<file path="config.mk">
export PLATFORM = sky130hd
export DESIGN_NAME = stereo_bar_meter_peak_hold_unit
export DESIGN_NICKNAME = d
export VERILOG_FILES = /design/src/hdl/sbm_pkg.sv /design/src/hdl/sbm_ctrl.sv /design/src/hdl/sbm_dp.sv /design/src/hdl/stereo_bar_meter_peak_hold_unit.sv
export VERILOG_INCLUDE_DIRS = /design/src /design/src/hdl
export SDC_FILE = /design/constraint.sdc
export NUM_CORES = 1
export LEC_CHECK = 0
export BUFFER_PORTS_ARGS = -buffer_cell sky130_fd_sc_hd__buf_2
export CORE_MARGIN = 5
export CORE_UTILIZATION = 25
export DETAILED_ROUTE_END_ITERATION = 8
export HOLD_SLACK_MARGIN = 0.03
export SYNTH_ARGS = -nofsm -noshare
export SYNTH_HDL_FRONTEND = slang
export SYNTH_SLANG_ARGS = --single-unit
</file>
<file path="constraint.sdc">
create_clock -name clk -period 4.6 [get_ports clk]
set_input_delay 0.69 -clock clk [delete_from_list [all_inputs] [get_ports clk]]
set_output_delay 0.69 -clock clk [all_outputs]
set_load 0.01 [all_outputs]
</file>
<file path="src/hdl/assert_macros.svh">
// Assertion helpers shared by the RTL.
`ifndef ASSERT_MACROS_SVH
`define ASSERT_MACROS_SVH

`ifndef ASSERT_OFF
// Check prop on every rising edge of clk, skipped while rst is high.
`define SBM_ASSERT(label, clk, rst, prop, msg) \
  label: assert property (@(posedge clk) disable iff (rst) prop) else $error(msg);
// Check prop on every rising edge of clk, reset included.
`define SBM_ASSERT_ALWAYS(label, clk, prop, msg) \
  label: assert property (@(posedge clk) prop) else $error(msg);
`else
`define SBM_ASSERT(label, clk, rst, prop, msg)
`define SBM_ASSERT_ALWAYS(label, clk, prop, msg)
`endif

`endif

</file>
<file path="src/hdl/sbm_pkg.sv">
package sbm_pkg;

  localparam int MAX_LEVELS_DEF = 32;
  localparam int CHANNELS_DEF   = 2;

  localparam int LEVEL_W     = 16;
  localparam int INDEX_W     = 5;
  localparam int OUT_INDEX_W = 5;
  localparam int TICKS_W     = 16;
  localparam int LIU_W       = 6;

  localparam int IN_TDATA_W  = 56;
  localparam int OUT_TDATA_W = 24;

  localparam int CFG_ADDR_W  = 2;
  localparam int CFG_DATA_W  = 16;

  // configuration register indexes
  localparam logic [CFG_ADDR_W-1:0] CFG_LEVELS_IN_USE = 2'd0;
  localparam logic [CFG_ADDR_W-1:0] CFG_HOLD_TICKS    = 2'd1;
  localparam logic [CFG_ADDR_W-1:0] CFG_FALL_TICKS    = 2'd2;

  localparam logic [LIU_W-1:0]   LEVELS_IN_USE_RST = 6'd32;
  localparam logic [TICKS_W-1:0] HOLD_TICKS_RST    = 16'd20;
  localparam logic [TICKS_W-1:0] FALL_TICKS_RST    = 16'd4;

  // request kinds
  localparam logic CMD_LOAD   = 1'b0;
  localparam logic CMD_UPDATE = 1'b1;

  typedef struct packed {
    logic take_item;
    logic table_write;
    logic search_step;
    logic apply;
    logic result_load;
  } sbm_cmd_t;

  typedef struct packed {
    logic search_done;
    logic out_free;
  } sbm_status_t;

endpackage

</file>
<file path="src/hdl/sbm_ctrl.sv">
`include "assert_macros.svh"

module sbm_ctrl (
  input  logic                clk,
  input  logic                rst,
  input  logic                s_tvalid,
  output logic                s_tready,
  input  logic                command,
  input  sbm_pkg::sbm_status_t status,
  output sbm_pkg::sbm_cmd_t    cmd
);

  typedef enum logic [3:0] {
    ST_IDLE   = 4'b0001,
    ST_SEARCH = 4'b0010,
    ST_APPLY  = 4'b0100,
    ST_RESULT = 4'b1000
  } state_t;

  state_t state;
  state_t state_next;

  always_ff @(posedge clk) begin
    if (rst) begin
      state <= ST_IDLE;
    end else begin
      state <= state_next;
    end
  end

  always_comb begin
    state_next = state;
    cmd        = '0;
    s_tready   = 1'b0;
    case (state)
      ST_IDLE: begin
        s_tready = 1'b1;
        if (s_tvalid) begin
          if (command == sbm_pkg::CMD_LOAD) begin
            cmd.table_write = 1'b1;
            state_next      = ST_RESULT;
          end else begin
            cmd.take_item = 1'b1;
            state_next    = ST_SEARCH;
          end
        end
      end
      ST_SEARCH: begin
        if (status.search_done) begin
          state_next = ST_APPLY;
        end else begin
          cmd.search_step = 1'b1;
        end
      end
      ST_APPLY: begin
        cmd.apply  = 1'b1;
        state_next = ST_RESULT;
      end
      ST_RESULT: begin
        // hold until the output register can take the result
        if (status.out_free) begin
          cmd.result_load = 1'b1;
          state_next      = ST_IDLE;
        end
      end
      default: begin
        state_next = ST_IDLE;
      end
    endcase
  end

  `SBM_ASSERT(a_load_needs_room, clk, rst, cmd.result_load |-> status.out_free, "result loaded while output busy")
  `SBM_ASSERT(a_apply_after_search, clk, rst, cmd.apply |-> status.search_done, "apply before search finished")
  `SBM_ASSERT(a_accept_one_kind, clk, rst, (s_tvalid && s_tready) |-> (cmd.take_item || cmd.table_write), "accepted request not acted on")

endmodule

</file>
<file path="src/hdl/sbm_dp.sv">
`include "assert_macros.svh"

module sbm_dp #(
  parameter int MAX_LEVELS = sbm_pkg::MAX_LEVELS_DEF,
  parameter int CHANNELS   = sbm_pkg::CHANNELS_DEF
) (
  input  logic                                    clk,
  input  logic                                    rst,
  input  sbm_pkg::sbm_cmd_t                       cmd,
  output sbm_pkg::sbm_status_t                    status,
  input  logic                                    cfg_we,
  input  logic [sbm_pkg::CFG_ADDR_W-1:0]          cfg_addr,
  input  logic [sbm_pkg::CFG_DATA_W-1:0]          cfg_data,
  input  logic [sbm_pkg::INDEX_W-1:0]             entry_index,
  input  logic signed [sbm_pkg::LEVEL_W-1:0]      entry_threshold,
  input  logic signed [sbm_pkg::LEVEL_W-1:0]      level_left,
  input  logic signed [sbm_pkg::LEVEL_W-1:0]      level_right,
  input  logic                                    m_tready,
  output logic                                    m_tvalid,
  output logic [sbm_pkg::OUT_INDEX_W-1:0]         bar_left,
  output logic [sbm_pkg::OUT_INDEX_W-1:0]         bar_right,
  output logic [sbm_pkg::OUT_INDEX_W-1:0]         dot_left,
  output logic [sbm_pkg::OUT_INDEX_W-1:0]         dot_right
);

  localparam int LW = $clog2(MAX_LEVELS);
  localparam int CW = $clog2(MAX_LEVELS + 1);
  localparam int TW = sbm_pkg::TICKS_W;

  // configuration
  logic [sbm_pkg::LIU_W-1:0] levels_in_use;
  logic [TW-1:0]             hold_ticks;
  logic [TW-1:0]             fall_ticks;

  always_ff @(posedge clk) begin
    if (rst) begin
      levels_in_use <= sbm_pkg::LEVELS_IN_USE_RST;
      hold_ticks    <= sbm_pkg::HOLD_TICKS_RST;
      fall_ticks    <= sbm_pkg::FALL_TICKS_RST;
    end else if (cfg_we) begin
      case (cfg_addr)
        sbm_pkg::CFG_LEVELS_IN_USE: levels_in_use <= cfg_data[sbm_pkg::LIU_W-1:0];
        sbm_pkg::CFG_HOLD_TICKS:    hold_ticks    <= cfg_data[TW-1:0];
        sbm_pkg::CFG_FALL_TICKS:    fall_ticks    <= cfg_data[TW-1:0];
        default: ;
      endcase
    end
  end

  // threshold memory
  logic signed [sbm_pkg::LEVEL_W-1:0] thr_mem [MAX_LEVELS];
  logic signed [sbm_pkg::LEVEL_W-1:0] rd_data;
  logic                               wr_ok;

  assign wr_ok = (32'(entry_index) < MAX_LEVELS);

  always_ff @(posedge clk) begin
    if (cmd.table_write && wr_ok) begin
      thr_mem[LW'(entry_index)] <= entry_threshold;
    end
  end

  // search sequencer: one table entry read per cycle, compared in the following cycle
  logic [CW-1:0] cnt;
  logic [CW-1:0] n_lim;
  logic          issuing;
  logic          pend_valid;
  logic [LW-1:0] pend_idx;

  assign n_lim   = (32'(levels_in_use) > MAX_LEVELS) ? CW'(MAX_LEVELS) : CW'(levels_in_use);
  assign issuing = (cnt < n_lim);

  always_ff @(posedge clk) begin
    if (cmd.search_step && issuing) begin
      rd_data  <= thr_mem[cnt[LW-1:0]];
      pend_idx <= cnt[LW-1:0];
    end
  end

  always_ff @(posedge clk) begin
    if (rst) begin
      cnt        <= '0;
      pend_valid <= 1'b0;
    end else begin
      pend_valid <= cmd.search_step && issuing;
      if (cmd.take_item) begin
        cnt <= '0;
      end else if (cmd.search_step && issuing) begin
        cnt <= CW'(cnt + 1'b1);
      end
    end
  end

  assign status.search_done = !issuing && !pend_valid;

  // per-channel lanes
  logic signed [sbm_pkg::LEVEL_W-1:0] lvl [CHANNELS];
  logic [CHANNELS-1:0]                found;
  logic [LW-1:0]                      hit [CHANNELS];

  logic [LW-1:0]       bar [CHANNELS];
  logic [LW-1:0]       dot [CHANNELS];
  logic [TW-1:0]       hold_cnt [CHANNELS];
  logic [TW-1:0]       fall_cnt [CHANNELS];
  logic [CHANNELS-1:0] falling;

  logic [LW-1:0]       bar_next [CHANNELS];
  logic [LW-1:0]       dot_next [CHANNELS];
  logic [TW-1:0]       hold_cnt_next [CHANNELS];
  logic [TW-1:0]       fall_cnt_next [CHANNELS];
  logic [CHANNELS-1:0] falling_next;

  always_ff @(posedge clk) begin
    for (int ch = 0; ch < CHANNELS; ch++) begin
      if (cmd.take_item) begin
        lvl[ch] <= (ch == 0) ? level_left : level_right;
      end
      if (pend_valid && !found[ch] && (lvl[ch] <= rd_data)) begin
        hit[ch] <= pend_idx;
      end
    end
  end

  always_ff @(posedge clk) begin
    if (rst) begin
      found <= '0;
    end else begin
      for (int ch = 0; ch < CHANNELS; ch++) begin
        if (cmd.take_item) begin
          found[ch] <= 1'b0;
        end else if (pend_valid && (lvl[ch] <= rd_data)) begin
          found[ch] <= 1'b1;
        end
      end
    end
  end

  always_comb begin
    for (int ch = 0; ch < CHANNELS; ch++) begin
      bar_next[ch]      = found[ch] ? hit[ch] : bar[ch];
      dot_next[ch]      = dot[ch];
      hold_cnt_next[ch] = hold_cnt[ch];
      fall_cnt_next[ch] = fall_cnt[ch];
      falling_next[ch]  = falling[ch];
      // jump the dot up to a new peak and restart the hold
      if (found[ch] && (hit[ch] > dot[ch])) begin
        dot_next[ch]      = hit[ch];
        hold_cnt_next[ch] = '0;
        fall_cnt_next[ch] = '0;
        falling_next[ch]  = 1'b0;
      end
      if (falling_next[ch]) begin
        fall_cnt_next[ch] = TW'(fall_cnt_next[ch] + 1'b1);
        if (fall_cnt_next[ch] >= fall_ticks) begin
          fall_cnt_next[ch] = '0;
          if (dot_next[ch] != '0) begin
            dot_next[ch] = LW'(dot_next[ch] - 1'b1);
          end
        end
      end else begin
        hold_cnt_next[ch] = TW'(hold_cnt_next[ch] + 1'b1);
        if (hold_cnt_next[ch] >= hold_ticks) begin
          hold_cnt_next[ch] = '0;
          falling_next[ch]  = 1'b1;
          if (dot_next[ch] != '0) begin
            dot_next[ch] = LW'(dot_next[ch] - 1'b1);
          end
        end
      end
    end
  end

  always_ff @(posedge clk) begin
    if (rst) begin
      for (int ch = 0; ch < CHANNELS; ch++) begin
        bar[ch]      <= '0;
        dot[ch]      <= '0;
        hold_cnt[ch] <= '0;
        fall_cnt[ch] <= '0;
      end
      falling <= '0;
    end else if (cmd.apply) begin
      for (int ch = 0; ch < CHANNELS; ch++) begin
        bar[ch]      <= bar_next[ch];
        dot[ch]      <= dot_next[ch];
        hold_cnt[ch] <= hold_cnt_next[ch];
        fall_cnt[ch] <= fall_cnt_next[ch];
      end
      falling <= falling_next;
    end
  end

  // output register
  logic [sbm_pkg::OUT_INDEX_W-1:0] rep_bar_right;
  logic [sbm_pkg::OUT_INDEX_W-1:0] rep_dot_right;

  generate
    if (CHANNELS > 1) begin : g_right
      assign rep_bar_right = sbm_pkg::OUT_INDEX_W'(bar[1]);
      assign rep_dot_right = sbm_pkg::OUT_INDEX_W'(dot[1]);
    end else begin : g_no_right
      assign rep_bar_right = '0;
      assign rep_dot_right = '0;
    end
  endgenerate

  always_ff @(posedge clk) begin
    if (rst) begin
      m_tvalid <= 1'b0;
    end else if (cmd.result_load) begin
      m_tvalid <= 1'b1;
    end else if (m_tready) begin
      m_tvalid <= 1'b0;
    end
  end

  always_ff @(posedge clk) begin
    if (cmd.result_load) begin
      bar_left  <= sbm_pkg::OUT_INDEX_W'(bar[0]);
      dot_left  <= sbm_pkg::OUT_INDEX_W'(dot[0]);
      bar_right <= rep_bar_right;
      dot_right <= rep_dot_right;
    end
  end

  assign status.out_free = !m_tvalid || m_tready;

  `SBM_ASSERT(a_pend_after_issue, clk, rst, pend_valid |-> (cnt != '0), "compare without an issued read")
  `SBM_ASSERT(a_valid_from_load, clk, rst, $rose(m_tvalid) |-> $past(cmd.result_load), "result appeared without a load")
  `SBM_ASSERT(a_no_issue_past_end, clk, rst, (cmd.search_step && issuing) |-> (cnt < n_lim), "read issued beyond searched levels")

endmodule

</file>
<file path="src/hdl/stereo_bar_meter_peak_hold_unit.sv">
// Channel   Dir  Handshake            Contents
// s_*       in   s_tvalid/s_tready    load or update request
// m_*       out  m_tvalid/m_tready    bar and dot indexes, one per request
// cfg_*     in   cfg_we               levels_in_use, hold_ticks, fall_ticks
//
// A load goes from acceptance to the result state; an update passes the search,
// apply and result states, searching n = min(levels_in_use, MAX_LEVELS) entries:
// the one threshold memory read port gives one entry per cycle to all channels.
// Reset (rst, synchronous) clears the meter state and the registers; the
// threshold table is not cleared. A result waiting on m_tready stalls only
// the request after next; the next request is taken meanwhile.
module stereo_bar_meter_peak_hold_unit #(
  parameter int MAX_LEVELS = sbm_pkg::MAX_LEVELS_DEF,
  parameter int CHANNELS   = sbm_pkg::CHANNELS_DEF
) (
  input  logic                              clk,
  input  logic                              rst,
  input  logic                              s_tvalid,
  output logic                              s_tready,
  // entry_index[4:0], entry_threshold[20:5], level_left[36:21],
  // level_right[52:37], zeros above
  input  logic [sbm_pkg::IN_TDATA_W-1:0]    s_tdata,
  // command[0]
  input  logic                              s_tuser,
  output logic                              m_tvalid,
  input  logic                              m_tready,
  // bar_left[4:0], bar_right[9:5], dot_left[14:10], dot_right[19:15], zeros above
  output logic [sbm_pkg::OUT_TDATA_W-1:0]   m_tdata,
  input  logic                              cfg_we,
  input  logic [sbm_pkg::CFG_ADDR_W-1:0]    cfg_addr,
  input  logic [sbm_pkg::CFG_DATA_W-1:0]    cfg_data
);

  sbm_pkg::sbm_cmd_t    cmd;
  sbm_pkg::sbm_status_t status;

  logic [sbm_pkg::INDEX_W-1:0]        entry_index;
  logic signed [sbm_pkg::LEVEL_W-1:0] entry_threshold;
  logic signed [sbm_pkg::LEVEL_W-1:0] level_left;
  logic signed [sbm_pkg::LEVEL_W-1:0] level_right;

  logic [sbm_pkg::OUT_INDEX_W-1:0] bar_left;
  logic [sbm_pkg::OUT_INDEX_W-1:0] bar_right;
  logic [sbm_pkg::OUT_INDEX_W-1:0] dot_left;
  logic [sbm_pkg::OUT_INDEX_W-1:0] dot_right;

  assign entry_index     = s_tdata[4:0];
  assign entry_threshold = s_tdata[20:5];
  assign level_left      = s_tdata[36:21];
  assign level_right     = s_tdata[52:37];

  assign m_tdata = {4'd0, dot_right, dot_left, bar_right, bar_left};

  sbm_ctrl u_ctrl (
    .clk      (clk),
    .rst      (rst),
    .s_tvalid (s_tvalid),
    .s_tready (s_tready),
    .command  (s_tuser),
    .status   (status),
    .cmd      (cmd)
  );

  sbm_dp #(
    .MAX_LEVELS (MAX_LEVELS),
    .CHANNELS   (CHANNELS)
  ) u_dp (
    .clk             (clk),
    .rst             (rst),
    .cmd             (cmd),
    .status          (status),
    .cfg_we          (cfg_we),
    .cfg_addr        (cfg_addr),
    .cfg_data        (cfg_data),
    .entry_index     (entry_index),
    .entry_threshold (entry_threshold),
    .level_left      (level_left),
    .level_right     (level_right),
    .m_tready        (m_tready),
    .m_tvalid        (m_tvalid),
    .bar_left        (bar_left),
    .bar_right       (bar_right),
    .dot_left        (dot_left),
    .dot_right       (dot_right)
  );

endmodule
</file>
==> results.json <==
{
  "start_util_pct": 25.2,
  "grt_use_total_pct": 11.6,
  "die_w_um": 369,
  "grt_pass1_wl_um": 119000,
  "gp_congestion": 0.797,
  "synth_cell_types": 61,
  "placed_cells": 3856,
  "ys_async_sr_fraction_pct": 0,
  "synth_ff_type": "edfxtp_1",
  "grt_antenna_before_repair": 17,
  "relSlewSlack_pct": 23.5,
  "layout-drive-gt1-share_pct": 24.9,
  "vdd_drop_max_uv": 260,
  "synth_area_per_cell_sq_um": 15.7,
  "wirelength_um": 80000,
  "endpoint_kind": "register",
  "min_period_over_period_pct": 95.8,
  "viasPerCell": 4.57,
  "finalSetupTns_ns": 0,
  "ys_top_cells_by_count": "679 x edfxtp_1, 180 x nor2_1, 160 x mux4_2, 147 x nand2_1, 120 x ha_1",
  "path_class": "reg2reg",
  "cts_hold_buf": 0,
  "grt_start_max_net_pins": 134,
  "synth_area_sq_um": 32300,
  "fmax_mhz": 227,
  "hold_path_class": "in2reg",
  "dp_slack_ns": 0.0330,
  "ys_seq_elements": 733,
  "htree_levels": 3,
  "synth_edf_count": 679,
  "nets": 2476,
  "synth_top_area_share_pct": 63.2,
  "clk_pin_slew_worst_paths_ns": 0.06,
  "core_area_sq_um": 128000,
  "power_uw": 14000,
  "p_leak_uw": 0.0125,
  "synth_cells": 2057,
  "ant_nets": 0,
  "layout.cells.non_filler": 4006,
  "min_period_ns": 4.41,
  "setup_violations": 0,
  "clk_latency_ns": 0.66,
  "drv_slew": 0,
  "start_kind": "register",
  "die_h_um": 369,
  "firstDrtPassIters": 5,
  "ios": 106,
  "dieArea_sq_um": 136000,
  "yosysMostFrequentCell": "edfxtp_1",
  "hold_viol": 0,
  "clockRootBuffer": "clkbuf_16",
  "yosysWarningCount": 0,
  "first_global_vias": 18300,
  "io_buffers": 98,
  "dp_hpwl_um": 53100,
  "dr_total_vias": 18300,
  "clock-sinks": 733,
  "cts_buffer_depth": 3,
  "fin_ws_ns": 0.195,
  "maxCapViolations": 0,
  "drt-initial-drc-count": 1576,
  "ys_seq_area_share_pct": 66.5,
  "arrival_ns": 4.80,
  "yosys.area.top_type": "edfxtp_1",
  "rows": 131,
  "wl_per_cell_um": 20.0,
  "crit_required_ns": 4.99,
  "drc": 0,
  "cts_buffers": 75,
  "fillers": 12700,
  "syn_to_final_growth_pct": 18.4,
  "path_max_fanout": 6,
  "grt_remaining_overflow": 0,
  "powerDensity_nw_per_um2": 368,
  "synth.area.top_cells": "edfxtp_1 63%, mux4_2 11%, ha_1 4.7%",
  "clock-skew-final_ns": 0.0347,
  "status": "finished clean",
  "hold_ws_ns": 0.198,
  "tritoncts": "yes",
  "tightest_slew_ns": 1.14
}
-- worst max-delay path: stages (launching register included) --
cell,delay (ns)
edfxtp_1,0.42
inv_1,0.09
ha_1,0.25
and3_4,0.20
a31o_2,0.26
a31o_4,0.23
and2_1,0.17
ha_2,0.19
nand4_1,0.14
nor2_2,0.08
buf_4,0.13
buf_4,0.13
xnor2_2,0.12
nor2_1,0.08
ha_1,0.28
o211ai_1,0.08
nor3_1,0.18
a21oi_1,0.09
o2111a_2,0.31
nor3b_4,0.21
nor2b_2,0.17
mux2_2,0.33
-- power by group --
| group | switching (uW) | internal [uW] |
|---|---|---|
| logic | 400 | 246 |
| registers | 61.8 | 7360 |
| clock network | 2650 | 3330 |
-- repair_timing --
| item | in CTS | in global routing |
|---|---|---|
| setup buffers | 0 | 5 |
| pin swaps | 0 | 15 |
| endpoints found under the setup margin | 1 | 56 |
| gates resized for setup | 1 | 35 |
-- layout by cell type, fill, tap and decap left out, drive strengths merged, types with 10 or more instances in the layout --
| master | n |
|---|---|
| mux2i | 16 |
| edfxtp | 679 |
| a211oi | 13 |
| a22oi | 29 |
| mux4 | 160 |
| mux2 | 20 |
| nand4 | 12 |
| and3 | 15 |
| ha | 120 |
| and2 | 17 |
| a21oi | 96 |
| o21ai | 41 |
| a21o | 20 |
| xnor2 | 25 |
| nor2b | 10 |
| xor2 | 35 |
| inv | 73 |
| clkinv | 36 |
| dfxtp | 54 |
| a311oi | 12 |
| clkbuf | 94 |
| nor2 | 181 |
| nand2b | 17 |
| nand3 | 38 |
| nor3 | 27 |
| buf | 235 |
| nand3b | 10 |
| nand2 | 147 |
-- metrics by stage --
stage / area [sq um] / utilization (%)
finish: 38200 / 29.9
global route: 38200 / 29.9
CTS: 38000 / 29.8
detailed placement: 35600 / 27.9
global placement: 35600 / 27.9
floorplan: 32300 / -
-- path summary, 6_finish.rpt --
kind	startpoint	end	slack (ns)	cells past startpoint
max	u_dp.dot[0][9]	u_dp.dot[0][9]	0.19	21
min	s_tdata[26]	u_dp.lvl[0][5]	0.20	1
max reg2reg	u_dp.dot[0][9]	u_dp.dot[0][9]	0.19	21
min reg2reg	u_dp.bar[0][0]	u_dp.bar_left[0]	0.42	0
-- final cells by class --
| class | instances | area (sq um) | share of cell area (%) |
|---|---|---|---|
| Tap cell | 1662 | 2080 | 5.44 |
| Clock buffer | 94 | 1980 | 5.18 |
| Timing Repair Buffer | 235 | 1590 | 4.16 |
| Clock inverter | 43 | 439 | 1.15 |
| Sequential cell | 733 | 21500 | 56.2 |
| Multi-Input combinational cell | 1161 | 10400 | 27.1 |
| Inverter | 70 | 263 | 0.688 |
| Antenna cell | 8 | 20.0 | 0.0524 |
-- logic make-up (layout without fill, tap and decap cells) --
logic type | after synthesis | count (layout) | synth area share, %
xor+xnor | 60 | 60 | 1.63
other cells | 1 | 12 | 0.0116
mux | 196 | 196 | 12.4
compound gates | 264 | 264 | 5.35
buf+inv | 166 | 442 | 2.02
simple gates | 517 | 517 | 7.44
fa+ha+maj | 120 | 120 | 4.65
flops | 733 | 733 | 66.5
-- routing by layer --
layer / track usage, % / wire length [um]
met2: 18.1 / 36700
met1: 15.8 / 35800
met5: 0 / 55
met3: 3.68 / 6030
met4: 2.49 / 1460
-- sequential cells by signal, summed over array words and instances, names as in the netlist --
name / count
u_dp.bar: 10
u_dp.bar_left: 5
u_dp.hold_ticks: 16
u_dp.pend_valid: 1
u_dp.pend_idx: 5
u_dp.dot_left: 5
u_dp.lvl: 32
u_dp.fall_cnt: 32
u_dp.levels_in_use: 6
u_ctrl.state: 4
u_dp.hold_cnt: 32
u_dp.cnt: 6
u_dp.falling: 2
u_dp.found: 2
u_dp.dot: 10
u_dp.hit: 10
u_dp.thr_mem: 512
u_dp.fall_ticks: 16
u_dp.m_tvalid: 1
u_dp.bar_right: 5
u_dp.rd_data: 16
u_dp.dot_right: 5
Power figures use the tool's default switching activity.
